## config.mk

```make
export PLATFORM = sky130hd
export DESIGN_NAME = video_test_pattern_pixel
export DESIGN_NICKNAME = d
export VERILOG_FILES = /design/src/rtl/core/vtp_pkg.sv /design/src/rtl/core/vtp_div_pipe.sv /design/src/rtl/core/video_test_pattern_pixel.sv
export SDC_FILE = /design/constraint.sdc
export NUM_CORES = 2
export LEC_CHECK = 0
export BUFFER_PORTS_ARGS = -buffer_cell sky130_fd_sc_hd__buf_2
export CAP_MARGIN = 15
export CORE_MARGIN = 1.5
export CORE_UTILIZATION = 35
export CTS_BUF_LIST = sky130_fd_sc_hd__clkbuf_8
export CTS_CLUSTER_SIZE = 12
export DETAILED_ROUTE_END_ITERATION = 16
export PLACE_DENSITY = 0.54
export SYNTH_ARGS = -nofsm -noshare
export SYNTH_HDL_FRONTEND = slang
export SYNTH_SLANG_ARGS = --single-unit
```

## constraint.sdc

```tcl
create_clock -name clk -period 43 [get_ports clk]
set_input_delay 2.15 -clock clk [delete_from_list [all_inputs] [get_ports clk]]
set_output_delay 2.15 -clock clk [all_outputs]
set_load 0.03 [all_outputs]
```

## src/rtl/core/vtp_pkg.sv

```systemverilog
// shared types, constants and colour helpers for the test pattern pixel block
// no dependencies
`timescale 1ns / 1ps
`default_nettype none

package vtp_pkg;

	localparam int COORD_BITS_DEF = 10;
	localparam int PHASE_W = 6;
	localparam int CFG_INDEX_W = 2;

	localparam logic [CFG_INDEX_W-1:0] CFG_MODE = 2'd0;
	localparam logic [CFG_INDEX_W-1:0] CFG_WIDTH = 2'd1;
	localparam logic [CFG_INDEX_W-1:0] CFG_HEIGHT = 2'd2;

	localparam int FRAME_WIDTH_RST = 240;
	localparam int FRAME_HEIGHT_RST = 240;
	localparam int NUM_BARS = 6;

	localparam logic [7:0] CHAN_FULL = 8'hFF;
	localparam logic [7:0] CHAN_NONE = 8'h00;

	typedef enum logic [1:0] {
		MODE_BARS = 2'd0,
		MODE_CHECKER = 2'd1,
		MODE_GRADIENT = 2'd2
	} mode_t;

	// rgb565 with the two bytes swapped
	function automatic logic [15:0] pack_swapped(input logic [7:0] r, input logic [7:0] g,
			input logic [7:0] b);
		logic [15:0] w;
		begin
			w = {r[7:3], g[7:2], b[7:3]};
			return {w[7:0], w[15:8]};
		end
	endfunction

	function automatic logic [15:0] bar_color(input logic [2:0] idx);
		logic [15:0] c;
		begin
			case (idx)
				3'd0: c = pack_swapped(CHAN_NONE, CHAN_NONE, CHAN_NONE);
				3'd1: c = pack_swapped(CHAN_FULL, CHAN_NONE, CHAN_NONE);
				3'd2: c = pack_swapped(CHAN_NONE, CHAN_FULL, CHAN_NONE);
				3'd3: c = pack_swapped(CHAN_NONE, CHAN_NONE, CHAN_FULL);
				3'd4: c = pack_swapped(CHAN_FULL, CHAN_FULL, CHAN_NONE);
				3'd5: c = pack_swapped(CHAN_FULL, CHAN_NONE, CHAN_FULL);
				default: c = pack_swapped(CHAN_NONE, CHAN_NONE, CHAN_NONE);
			endcase
			return c;
		end
	endfunction

endpackage

`default_nettype wire

```

## src/rtl/core/vtp_div_pipe.sv

```systemverilog
// pipelined restoring divider, one quotient bit per stage, several lanes in step
// standalone, no package dependency
`timescale 1ns / 1ps
`default_nettype none

module vtp_div_pipe #(
	parameter int LANES = 3,
	parameter int DVD_W = 18,
	parameter int DSR_W = 10,
	parameter int TAG_W = 7
) (
	input  wire logic                             clk,
	input  wire logic                             arst_n,
	input  wire logic                             en,
	input  wire logic                             in_valid,
	input  wire logic [LANES-1:0][DVD_W-1:0]      dividend,
	input  wire logic [LANES-1:0][DSR_W-1:0]      divisor,
	input  wire logic [TAG_W-1:0]                 tag_in,
	output logic                                  out_valid,
	output logic [LANES-1:0][DVD_W-1:0]           quotient,
	output logic [TAG_W-1:0]                      tag_out
);

	logic [LANES-1:0][DSR_W-1:0] rem_s [DVD_W];
	logic [LANES-1:0][DVD_W-1:0] work_s [DVD_W];
	logic [TAG_W-1:0]            tag_s [DVD_W];
	logic [DVD_W-1:0]            valid_s;

	for (genvar k = 0; k < DVD_W; k++) begin : g_stage
		logic [LANES-1:0][DSR_W-1:0] rem_prev;
		logic [LANES-1:0][DVD_W-1:0] work_prev;
		logic [TAG_W-1:0]            tag_prev;
		logic                        valid_prev;
		logic [LANES-1:0][DSR_W-1:0] rem_next;
		logic [LANES-1:0][DVD_W-1:0] work_next;

		if (k == 0) begin : g_first
			assign rem_prev   = '0;
			assign work_prev  = dividend;
			assign tag_prev   = tag_in;
			assign valid_prev = in_valid;
		end else begin : g_rest
			assign rem_prev   = rem_s[k-1];
			assign work_prev  = work_s[k-1];
			assign tag_prev   = tag_s[k-1];
			assign valid_prev = valid_s[k-1];
		end

		// remaining dividend bits shift out at the top, quotient bits come in at the bottom
		always_comb begin
			logic [DSR_W:0] trial;
			logic           ge;
			for (int l = 0; l < LANES; l++) begin
				trial = {rem_prev[l], work_prev[l][DVD_W-1]};
				ge = (trial >= {1'b0, divisor[l]});
				rem_next[l] = ge ? DSR_W'(trial - {1'b0, divisor[l]}) : trial[DSR_W-1:0];
				work_next[l] = {work_prev[l][DVD_W-2:0], ge};
			end
		end

		always_ff @(posedge clk or negedge arst_n) begin
			if (!arst_n) begin
				valid_s[k] <= 1'b0;
			end else if (en) begin
				valid_s[k] <= valid_prev;
			end
		end

		always_ff @(posedge clk) begin
			if (en) begin
				rem_s[k]  <= rem_next;
				work_s[k] <= work_next;
				tag_s[k]  <= tag_prev;
			end
		end
	end

	assign out_valid = valid_s[DVD_W-1];
	assign quotient  = work_s[DVD_W-1];
	assign tag_out   = tag_s[DVD_W-1];

endmodule

`default_nettype wire

```

## src/rtl/core/video_test_pattern_pixel.sv

```systemverilog
// video test pattern pixel generator, top level
// depends on vtp_pkg and vtp_div_pipe
//
// One request on the input channel carries a pixel position and a frame phase;
// one request on the output channel returns that pixel's colour as rgb565 with
// its bytes swapped. Colour bars, checkerboard or gradient are chosen by
// pattern_mode, and frame_width / frame_height set the divisors. Registers are
// written over the cfg channel (index 0 mode, 1 width, 2 height), which is
// always ready; write them only while no pixel is in flight.
// The pipeline is COORD_BITS + 8 stages of the restoring divider, one quotient
// bit per stage, then a stage for the bar index multiply and the output
// register. One pixel is taken every cycle while the output is not stalled.
// The whole pipeline moves as one: when a result waits in the output register
// and out_ready is low, every stage holds and in_ready drops; nothing is lost
// or repeated. Asynchronous reset empties the pipeline and restores mode 0,
// width 240 and height 240.
`timescale 1ns / 1ps
`default_nettype none

module video_test_pattern_pixel #(
	parameter int COORD_BITS = vtp_pkg::COORD_BITS_DEF
) (
	input  wire logic                              clk,
	input  wire logic                              arst_n,
	input  wire logic                              cfg_valid,
	output logic                                   cfg_ready,
	input  wire logic [vtp_pkg::CFG_INDEX_W-1:0]   cfg_index,
	input  wire logic [COORD_BITS-1:0]             cfg_data,
	input  wire logic                              in_valid,
	output logic                                   in_ready,
	input  wire logic [COORD_BITS-1:0]             pixel_x,
	input  wire logic [COORD_BITS-1:0]             pixel_y,
	input  wire logic [vtp_pkg::PHASE_W-1:0]       frame_phase,
	output logic                                   out_valid,
	input  wire logic                              out_ready,
	output logic [15:0]                            pixel_color
);

	localparam int DVD_W = COORD_BITS + 8;
	localparam int TAG_W = vtp_pkg::PHASE_W + 1;
	localparam int LANES = 3;
	localparam int BAR_SHIFT = COORD_BITS + 3;
	localparam int PROD_W = 2 * COORD_BITS + 1;
	// ceil(2^(n+3) / 6): exact division by six for every n-bit value
	localparam logic [COORD_BITS:0] BAR_MAGIC =
		(COORD_BITS + 1)'(((2 ** BAR_SHIFT) + vtp_pkg::NUM_BARS - 1) / vtp_pkg::NUM_BARS);
	localparam logic [COORD_BITS-1:0] WIDTH_RST = COORD_BITS'(vtp_pkg::FRAME_WIDTH_RST);
	localparam logic [COORD_BITS-1:0] HEIGHT_RST = COORD_BITS'(vtp_pkg::FRAME_HEIGHT_RST);
	localparam logic [COORD_BITS-1:0] BAR_RST =
		COORD_BITS'(vtp_pkg::FRAME_WIDTH_RST / vtp_pkg::NUM_BARS);

	logic [1:0]            pattern_mode_q;
	logic [COORD_BITS-1:0] frame_width_q;
	logic [COORD_BITS-1:0] frame_height_q;
	logic [COORD_BITS-1:0] bar_len_q;

	logic [PROD_W-1:0]     cfg_prod;
	logic [COORD_BITS-1:0] bar_len_calc;
	logic                  cfg_we;
	logic                  adv;

	assign cfg_ready = 1'b1;
	assign cfg_we    = cfg_valid && cfg_ready;

	// bar width is the frame width over six, at least one
	assign cfg_prod     = PROD_W'(cfg_data) * PROD_W'(BAR_MAGIC);
	assign bar_len_calc = COORD_BITS'(cfg_prod >> BAR_SHIFT);

	always_ff @(posedge clk or negedge arst_n) begin
		if (!arst_n) begin
			pattern_mode_q <= vtp_pkg::MODE_BARS;
			frame_width_q  <= WIDTH_RST;
			frame_height_q <= HEIGHT_RST;
			bar_len_q      <= BAR_RST;
		end else if (cfg_we) begin
			case (cfg_index)
				vtp_pkg::CFG_MODE: begin
					pattern_mode_q <= cfg_data[1:0];
				end
				vtp_pkg::CFG_WIDTH: begin
					frame_width_q <= cfg_data;
					bar_len_q     <= (bar_len_calc == '0) ? COORD_BITS'(1) : bar_len_calc;
				end
				vtp_pkg::CFG_HEIGHT: begin
					frame_height_q <= cfg_data;
				end
				default: begin
				end
			endcase
		end
	end

	// pipeline moves whenever the output register is free or being emptied
	logic out_valid_q;
	logic [15:0] pixel_color_q;

	assign adv      = !out_valid_q || out_ready;
	assign in_ready = adv;

	logic [LANES-1:0][DVD_W-1:0]      div_dvd;
	logic [LANES-1:0][COORD_BITS-1:0] div_dsr;
	logic [TAG_W-1:0]                 div_tag_in;
	logic                             div_valid;
	logic [LANES-1:0][DVD_W-1:0]      div_quo;
	logic [TAG_W-1:0]                 div_tag;

	// lane 0: x*255/w, lane 1: y*255/h, lane 2: x/bar_len
	assign div_dvd[0] = {pixel_x, 8'b0} - DVD_W'(pixel_x);
	assign div_dvd[1] = {pixel_y, 8'b0} - DVD_W'(pixel_y);
	assign div_dvd[2] = DVD_W'(pixel_x);
	assign div_dsr[0] = frame_width_q;
	assign div_dsr[1] = frame_height_q;
	assign div_dsr[2] = bar_len_q;
	// checker cell parity is bit 3 of x xor bit 3 of y
	assign div_tag_in = {pixel_x[3] ^ pixel_y[3], frame_phase};

	vtp_div_pipe #(
		.LANES (LANES),
		.DVD_W (DVD_W),
		.DSR_W (COORD_BITS),
		.TAG_W (TAG_W)
	) u_div (
		.clk       (clk),
		.arst_n    (arst_n),
		.en        (adv),
		.in_valid  (in_valid),
		.dividend  (div_dvd),
		.divisor   (div_dsr),
		.tag_in    (div_tag_in),
		.out_valid (div_valid),
		.quotient  (div_quo),
		.tag_out   (div_tag)
	);

	logic                  valid_s1;
	logic [7:0]            red_s1;
	logic [7:0]            green_s1;
	logic [COORD_BITS-1:0] bar_quo_s1;
	logic [PROD_W-1:0]     bar_prod_s1;
	logic [TAG_W-1:0]      tag_s1;

	always_ff @(posedge clk or negedge arst_n) begin
		if (!arst_n) begin
			valid_s1 <= 1'b0;
		end else if (adv) begin
			valid_s1 <= div_valid;
		end
	end

	always_ff @(posedge clk) begin
		if (adv) begin
			red_s1      <= div_quo[0][7:0];
			green_s1    <= div_quo[1][7:0];
			bar_quo_s1  <= div_quo[2][COORD_BITS-1:0];
			bar_prod_s1 <= PROD_W'(div_quo[2][COORD_BITS-1:0]) * PROD_W'(BAR_MAGIC);
			tag_s1      <= div_tag;
		end
	end

	logic [COORD_BITS-1:0]      bar_div6;
	logic [COORD_BITS-1:0]      bar_rem;
	logic [7:0]                 red_eff;
	logic [7:0]                 green_eff;
	logic [7:0]                 blue_eff;
	logic [15:0]                color_next;

	always_comb begin
		bar_div6  = COORD_BITS'(bar_prod_s1 >> BAR_SHIFT);
		bar_rem   = bar_quo_s1 - COORD_BITS'({bar_div6, 2'b0}) - COORD_BITS'({bar_div6, 1'b0});
		// a zero divisor gives an all-ones quotient, so force the channel to zero
		red_eff   = (frame_width_q == '0) ? vtp_pkg::CHAN_NONE : red_s1;
		green_eff = (frame_height_q == '0) ? vtp_pkg::CHAN_NONE : green_s1;
		blue_eff  = {1'b1, tag_s1[vtp_pkg::PHASE_W-1:0], 1'b0};
		case (pattern_mode_q)
			vtp_pkg::MODE_BARS: begin
				color_next = vtp_pkg::bar_color(bar_rem[2:0]);
			end
			vtp_pkg::MODE_CHECKER: begin
				color_next = tag_s1[TAG_W-1]
					? vtp_pkg::pack_swapped(vtp_pkg::CHAN_FULL, vtp_pkg::CHAN_FULL,
						vtp_pkg::CHAN_FULL)
					: vtp_pkg::pack_swapped(vtp_pkg::CHAN_NONE, vtp_pkg::CHAN_NONE,
						vtp_pkg::CHAN_NONE);
			end
			vtp_pkg::MODE_GRADIENT: begin
				color_next = vtp_pkg::pack_swapped(red_eff, green_eff, blue_eff);
			end
			default: begin
				color_next = '0;
			end
		endcase
	end

	always_ff @(posedge clk or negedge arst_n) begin
		if (!arst_n) begin
			out_valid_q <= 1'b0;
		end else if (adv) begin
			out_valid_q <= valid_s1;
		end
	end

	always_ff @(posedge clk) begin
		if (adv) begin
			pixel_color_q <= color_next;
		end
	end

	assign out_valid   = out_valid_q;
	assign pixel_color = pixel_color_q;

endmodule

`default_nettype wire

```

Word-level counts from Yosys, hierarchy flattened
Memories as Yosys holds them, arrays and structs flattened. A register that Yosys moved wholly into a read port is not among the register bits.
Cells that the tools add are included.
{"block": "op_classes", "order_cmp": 54, "mul": 2, "muxes": 62, "eq_ne": 9, "n_addsub": 58, "bitwise_logic": 1, "n_reduce_logical": 10}
{"op": ">= comparator 11 x 10 -> 1 bit", "n": 51}
{"op": "two-way mux 10 bit", "n": 54}
{"op": "subtractor 10 bit", "n": 51}
{"op": "case mux 16 bit (5 select lines)", "n": 1}
{"op": "case mux 16 bit (3 select lines)", "n": 1}
{"op": "subtractor 18 x 10 -> 18 bit", "n": 2}
{"op": "zero test 10 bit", "n": 3}
{"op": "two-way mux 8 bit", "n": 3}
{"op": ">= comparator 1 x 10 -> 1 bit", "n": 2}
{"op": "multiplier 10 x 10 -> 20 bit (second input constant)", "n": 1}
{"op": "subtractor 1 x 10 -> 10 bit", "n": 2}
{"op": "two-way mux 16 bit", "n": 1}
{"op": "multiplier 10 x 10 -> 14 bit (second input constant)", "n": 1}
{"op": ">= comparator 1 x 10 -> 1 bit (first input constant)", "n": 1}
{"op": "subtractor 1 x 10 -> 10 bit (first input constant)", "n": 1}
{"op": "equality test 3 x 2 -> 1 bit (second input constant)", "n": 2}
{"op": "equality test 3 bit (second input constant)", "n": 2}
{"op": "AND reduction 2 bit", "n": 3}
{"op": "subtractor 3 bit", "n": 2}
{"op": "equality test 2 x 1 -> 1 bit (second input constant)", "n": 2}
{"op": "equality test 2 bit (second input constant)", "n": 2}
{"op": "zero test 2 bit", "n": 2}
{"op": "equality test 3 x 1 -> 1 bit (second input constant)", "n": 1}
{"op": "two-way mux 1 bit", "n": 2}
{"op": "3 further kinds", "n": 3}
{"block": "word_totals", "register_bits": 101, "out_inout_bits": 19, "ram_bits": 1638, "memories": 3}
{"memory": "u_div.work_s", "words": 18, "width": 54, "rd": 18, "rd_clocked_by_memory_dff": 0, "write_ports": 18, "line": "vtp_div_pipe.sv:25", "source": "logic [LANES-1:0][DVD_W-1:0] work_s [DVD_W];"}
{"memory": "u_div.rem_s", "words": 18, "width": 30, "rd": 17, "rd_clocked_by_memory_dff": 0, "write_ports": 18, "line": "vtp_div_pipe.sv:24", "source": "logic [LANES-1:0][DSR_W-1:0] rem_s [DVD_W];"}
{"memory": "u_div.tag_s", "words": 18, "width": 7, "rd": 18, "rd_clocked_by_memory_dff": 1, "write_ports": 18, "line": "vtp_div_pipe.sv:26", "source": "logic [TAG_W-1:0] tag_s [DVD_W];"}

Depth between registers and ports, before layout
{"block": "depth", "ltp_word": 5, "depth_mapped": 16, "depth_no_buf": 16}

Cells and area by module
From an unflattened synthesis, not the netlist that was laid out.
{"block": "unflattened", "cells_unflattened": 5530, "hier_area_um2": 83122.2}
{"module": "vtp_div_pipe", "area_each_um2": 76987.6, "instances": 1, "cells_each": 4961, "seq_area_each_um2": 48736.7}
{"module": "video_test_pattern_pixel", "area_each_um2": 6134.6, "instances": 1, "cells_each": 569, "seq_area_each_um2": 1924.3}

Least setup slack after synthesis
OpenSTA, ideal clock, no wires.
{"block": "synth_timing", "path_type": "input-to-reg", "from": "input port out_ready", "to": "register u_div.valid_s[14] (netlist: u_div.g_stage[15].valid_prev)", "arrival_ns": 34.830, "n_path_buf": 1, "setup_slack_ns": 7.980, "stages": 3, "path_cell_list": "nand2b_1 -> clkbuf_1 -> mux2_2"}
{"block": "synth_via", "elab_chain_cells": 1}
{"item": "from (decl)", "line": "video_test_pattern_pixel.sv:35", "source": "input wire logic out_ready,"}
{"item": "logical OR 1 bit", "line": "video_test_pattern_pixel.sv:97", "source": "assign adv = !out_valid_q || out_ready;"}
{"item": "net in_ready", "line": "video_test_pattern_pixel.sv:30", "source": "output logic in_ready,"}
{"item": "to (signal, indexed assignment)", "line": "vtp_div_pipe.sv:65", "source": "valid_s[k] <= valid_prev;"}
{"item": "to (decl)", "line": "vtp_div_pipe.sv:27", "source": "logic [DVD_W-1:0] valid_s;"}
The timed path passes the listed nets, and every way through them passes these cells.
A chain may end at the register's enable or synchronous reset.

Final worst setup path
{"block": "layout_timing", "from": "input port cfg_data[1]", "to": "register bar_len_q[7]"}
{"block": "layout_via", "elab_chain_cells": 3}
{"item": "from (decl)", "line": "video_test_pattern_pixel.sv:28", "source": "input wire logic [COORD_BITS-1:0] cfg_data,"}
{"item": "multiplier 10 x 10 -> 20 bit (*)", "line": "video_test_pattern_pixel.sv:66", "source": "assign cfg_prod = PROD_W'(cfg_data) * PROD_W'(BAR_MAGIC);"}
{"item": "zero test 10 bit", "line": "video_test_pattern_pixel.sv:82", "source": "bar_len_q <= (bar_len_calc == '0) ? COORD_BITS'(1) : bar_len_calc;"}
{"item": "two-way mux 8 bit (*)", "line": "video_test_pattern_pixel.sv:82"}
{"item": "to (signal assigned)", "line": "video_test_pattern_pixel.sv:82"}
{"item": "to (decl)", "line": "video_test_pattern_pixel.sv:55", "source": "logic [COORD_BITS-1:0] bar_len_q;"}
Mark *: on every way between the ends. The rest lies on a longest branch, timed or not.

==> load_flow_metrics.sql <==
INSERT INTO impl_metrics (metric_group, metric, value, unit) VALUES
('sta', 'worst_clock_skew', '0.0371', 'ns'),
('route', 'detail-route-antenna-nets', '0', ''),
('placement', 'buffer_ports.inserted', '58', ''),
('critical_path', 'cp_arrival', '6.63', 'ns'),
('route', 'routedWlPerCell', '16.7', 'microns'),
('grt', 'first_global_vias', '35600', ''),
('critical_path', 'regToRegEndpoint', 'u_div.tag_s[9][5]', ''),
('critical_path', 'critPathCaptureType', 'flip-flop', ''),
('floorplan', 'initial_utilization', '35.2', '%'),
('sta', 'rsz0062_at_grt', 'no', ''),
('sta', 'setup-violations-final', '0', ''),
('final_layout', 'final_cell_mix', 'sky130_fd_sc_hd__edfxtp_1, sky130_fd_sc_hd__ha_1, sky130_fd_sc_hd__inv_1, sky130_fd_sc_hd__mux2_2, sky130_fd_sc_hd__o21ai_0', ''),
('flow_run', 'number_of_maximum_capacitance_violations', '0', ''),
('critical_path', 'startpoint_type', 'primary input', ''),
('route', 'via_count', '34900', ''),
('yosys', 'synth_compound_area_share', '10.3', '%'),
('critical_path', 'ff2ff_setup_slack', '38.25', 'ns'),
('clock_network', 'post_cts_resized', '0', ''),
('grt', 'antenna_found_initial', '3', ''),
('clock_network', 'path_clk_slew', '0.06', 'ns'),
('floorplan', 'vertical_extent_of_the_die', '416', 'microns'),
('route', 'detail_route.drc_violations', '0', ''),
('yosys', 'simple_gate_share_of_the_synthesized_area', '7.79', '%'),
('grt', 'grt_max_degree', '86', ''),
('critical_path', 'rr_startpoint', 'out_valid', ''),
('floorplan', 'placementRows', '151', ''),
('clock_network', 'number_of_levels_the_h_tree_was_split_into', '4', ''),
('floorplan', 'chipWidth', '416', 'microns'),
('sta', 'finalHoldViolations', '0', ''),
('route', 'totalWireLength', '118000', 'microns'),
('hold_path', 'timing.hold.worst_path_depth', '0', ''),
('yosys', 'syn-cell-area', '59700', 'sq um'),
('sta', 'tns', '0', 'ns'),
('yosys', 'postSynthAreaPerCell', '13.3', 'sq um'),
('final_layout', 'final_common_cell', 'sky130_fd_sc_hd__edfxtp_1', ''),
('critical_path', 'worst-path-max-fanout', '7', ''),
('critical_path', 'max_stage_delay', '0.52', 'ns'),
('clock_network', 'cts_sinks', '1105', ''),
('critical_path', 'cp_top_family', 'adder cells', ''),
('sta', 'period_share', '13.6', '%'),
('yosys', 'ys_ff_latch', '1105', ''),
('hold_path', 'min_from', 'u_div.work_s[8][49]', ''),
('floorplan', 'floorplan.core_area', '169000', 'sq um'),
('clock_network', 'cts_tree', 'done', ''),
('sta', 'period_needed', '5.85', 'ns'),
('final_layout', 'drive_above_1_share', '15.1', '%'),
('clock_network', 'numCtsBuffers', '187', ''),
('yosys', 'yosysWarnings', '0', ''),
('grt', 'total_global_routing_overflow', '0', ''),
('yosys', 'synth_mux_area_share', '6.24', '%'),
('yosys', 'synth-main-ff-cell', 'sky130_fd_sc_hd__edfxtp_1', ''),
('floorplan', 'io_pins', '62', ''),
('hold_path', 'min_delay_worst_type', 'reg -> reg', ''),
('sta', 'timing.final.max_slew_violations', '0', ''),
('sta', 'relSlewSlack', '29.0', '%'),
('clock_network', 'cts_buffer_depth', '3', ''),
('final_layout', 'syn_to_final_growth', '11.6', '%'),
('yosys', 'seq_area_frac_synth', '55.2', '%'),
('outcome', 'result_of_the_run', 'completed', ''),
('floorplan', 'fp.dieArea', '173000', 'sq um'),
('grt', 'wire_length_of_the_first_global_routing_pass', '190000', 'microns'),
('clock_network', 'insertion_delay', '0.92', 'ns'),
('clock_network', 'post_cts_setup_buffer_count', '0', ''),
('critical_path', 'crit_path_cell_trace', 'buf_2 -> ha_1 -> inv_1 -> fa_1 -> fa_1 -> inv_1 -> fa_1 -> ha_1 -> ha_1 -> a21oi_1 -> o21ai_0 -> a21oi_1 -> o2111ai_1 -> o31ai_1 -> o21bai_1 -> xnor2_1 -> mux2_2', ''),
('placement', 'gp_routability_congestion', '0.816', ''),
('critical_path', 'worst-r2r-cell-count', '5', ''),
('route', 'drt-vias-per-instance', '4.92', ''),
('critical_path', 'timing.critical_path.required', '43.78', 'ns'),
('yosys', 'postSynthCellCount', '4479', ''),
('sta', 'fmaxAchievable', '0.171', 'GHz'),
('route', 'drt_first_iter_violations', '2005', '');
## through the flow
step           setup WS (ns)  hold WS (ns)  instance area, sq um  util (%)  cells
5_1_grt                36.91         0.376                 66600      39.3   7108
3_5_place_dp           36.22         0.405                 62900      37.1   6767
4_1_cts                37.22         0.367                 66600      39.3   7105
2_1_floorplan           7.98         0.400                 59700         -   4482
3_3_place_gp           36.26         0.400                 62900      37.1   6767
6_report               37.15         0.386                 66600      39.3   7109
## layer usage
layer,wire length [microns],global-route usage [%]
met2,56200,22.8
met5,0,0
met1,55600,18.1
met4,2450,4.09
met3,4240,2.69
## layout make-up
cell class / count / area [sq um]
multi-input combinational: 3026 / 25400
clock inverter: 142 / 983
antenna: 4 / 10.0
sequential: 1105 / 32900
clock buffer: 196 / 2700
inverter: 315 / 1180
fill: 15900 / 103000
tap: 2218 / 2780
timing repair buffer: 103 / 628
## worst reg2reg max path, delay by kind of cell (launching register included)
kind                   cells  cell delay (ns)
flip-flops                 1             0.40
buffers and inverters      4             3.37
AND/OR/NAND/NOR            1             0.56
## synth_stat cells, types with 30 or more instances
| master | number | area share [%] |
|---|---|---|
| sky130_fd_sc_hd__and2_1 | 30 | 0.31 |
| sky130_fd_sc_hd__mux2_2 | 267 | 5.0 |
| sky130_fd_sc_hd__o21ai_0 | 206 | 1.7 |
| sky130_fd_sc_hd__nand4_1 | 78 | 0.82 |
| sky130_fd_sc_hd__a221oi_1 | 35 | 0.51 |
| sky130_fd_sc_hd__or2_2 | 33 | 0.35 |
| sky130_fd_sc_hd__a21boi_0 | 41 | 0.52 |
| sky130_fd_sc_hd__a21oi_1 | 163 | 1.4 |
| sky130_fd_sc_hd__nand2_1 | 196 | 1.2 |
| sky130_fd_sc_hd__mux2i_1 | 72 | 1.2 |
| sky130_fd_sc_hd__a311o_1 | 31 | 0.52 |
| sky130_fd_sc_hd__nor3_1 | 87 | 0.73 |
| sky130_fd_sc_hd__ha_1 | 534 | 11 |
| sky130_fd_sc_hd__edfxtp_1 | 1055 | 53 |
| sky130_fd_sc_hd__xor2_1 | 111 | 1.6 |
| sky130_fd_sc_hd__a21o_1 | 141 | 1.8 |
| sky130_fd_sc_hd__nor2_1 | 195 | 1.2 |
| sky130_fd_sc_hd__nand2b_1 | 74 | 0.78 |
| sky130_fd_sc_hd__xnor2_1 | 170 | 2.5 |
| sky130_fd_sc_hd__dfrtp_1 | 40 | 1.7 |
| sky130_fd_sc_hd__inv_1 | 315 | 2.0 |
| sky130_fd_sc_hd__nor2b_1 | 137 | 1.4 |
| sky130_fd_sc_hd__fa_1 | 84 | 2.8 |
| sky130_fd_sc_hd__o31ai_1 | 40 | 0.50 |
## logic make-up after synthesis
group                    after synthesis
buffers and inverters                351
AO/OA/AOI/OAI                        876
flip-flops                          1105
AND/OR/NAND/NOR                      906
other                                  2
adder cells (fa/ha/maj)              618
XOR/XNOR                             282
multiplexers                         339
## worst max-delay path by stage
stage / start / to / slack (ns) / cells past startpoint
after floorplan: out_ready / u_div.g_stage[15].valid_prev / 7.98 / 3
after global placement: cfg_data[1] / bar_len_q[7] / 36.26 / 17
after detailed placement: cfg_data[1] / bar_len_q[7] / 36.22 / 17
after CTS: cfg_data[1] / bar_len_q[7] / 37.22 / 17
after global routing: cfg_data[1] / bar_len_q[7] / 36.91 / 17
final: cfg_data[1] / bar_len_q[7] / 37.15 / 17
## flip-flops by register name (all words and copies together) (netlist names), 3 cells and up
register                  count
u_div.work_s                468
u_div.rem_s                 460
u_div.tag_s                  90
u_div.g_stage.valid_prev     17
pixel_color                  16
frame_height_q               10
frame_width_q                10
bar_len_q                     8
green_s1                      6
red_s1                        5
tag_s1                        5
bar_quo_s1                    3
Power is left out: the tool's default activity adds up to more than one toggle a clock period on the data nets, which glitch-free logic cannot reach.
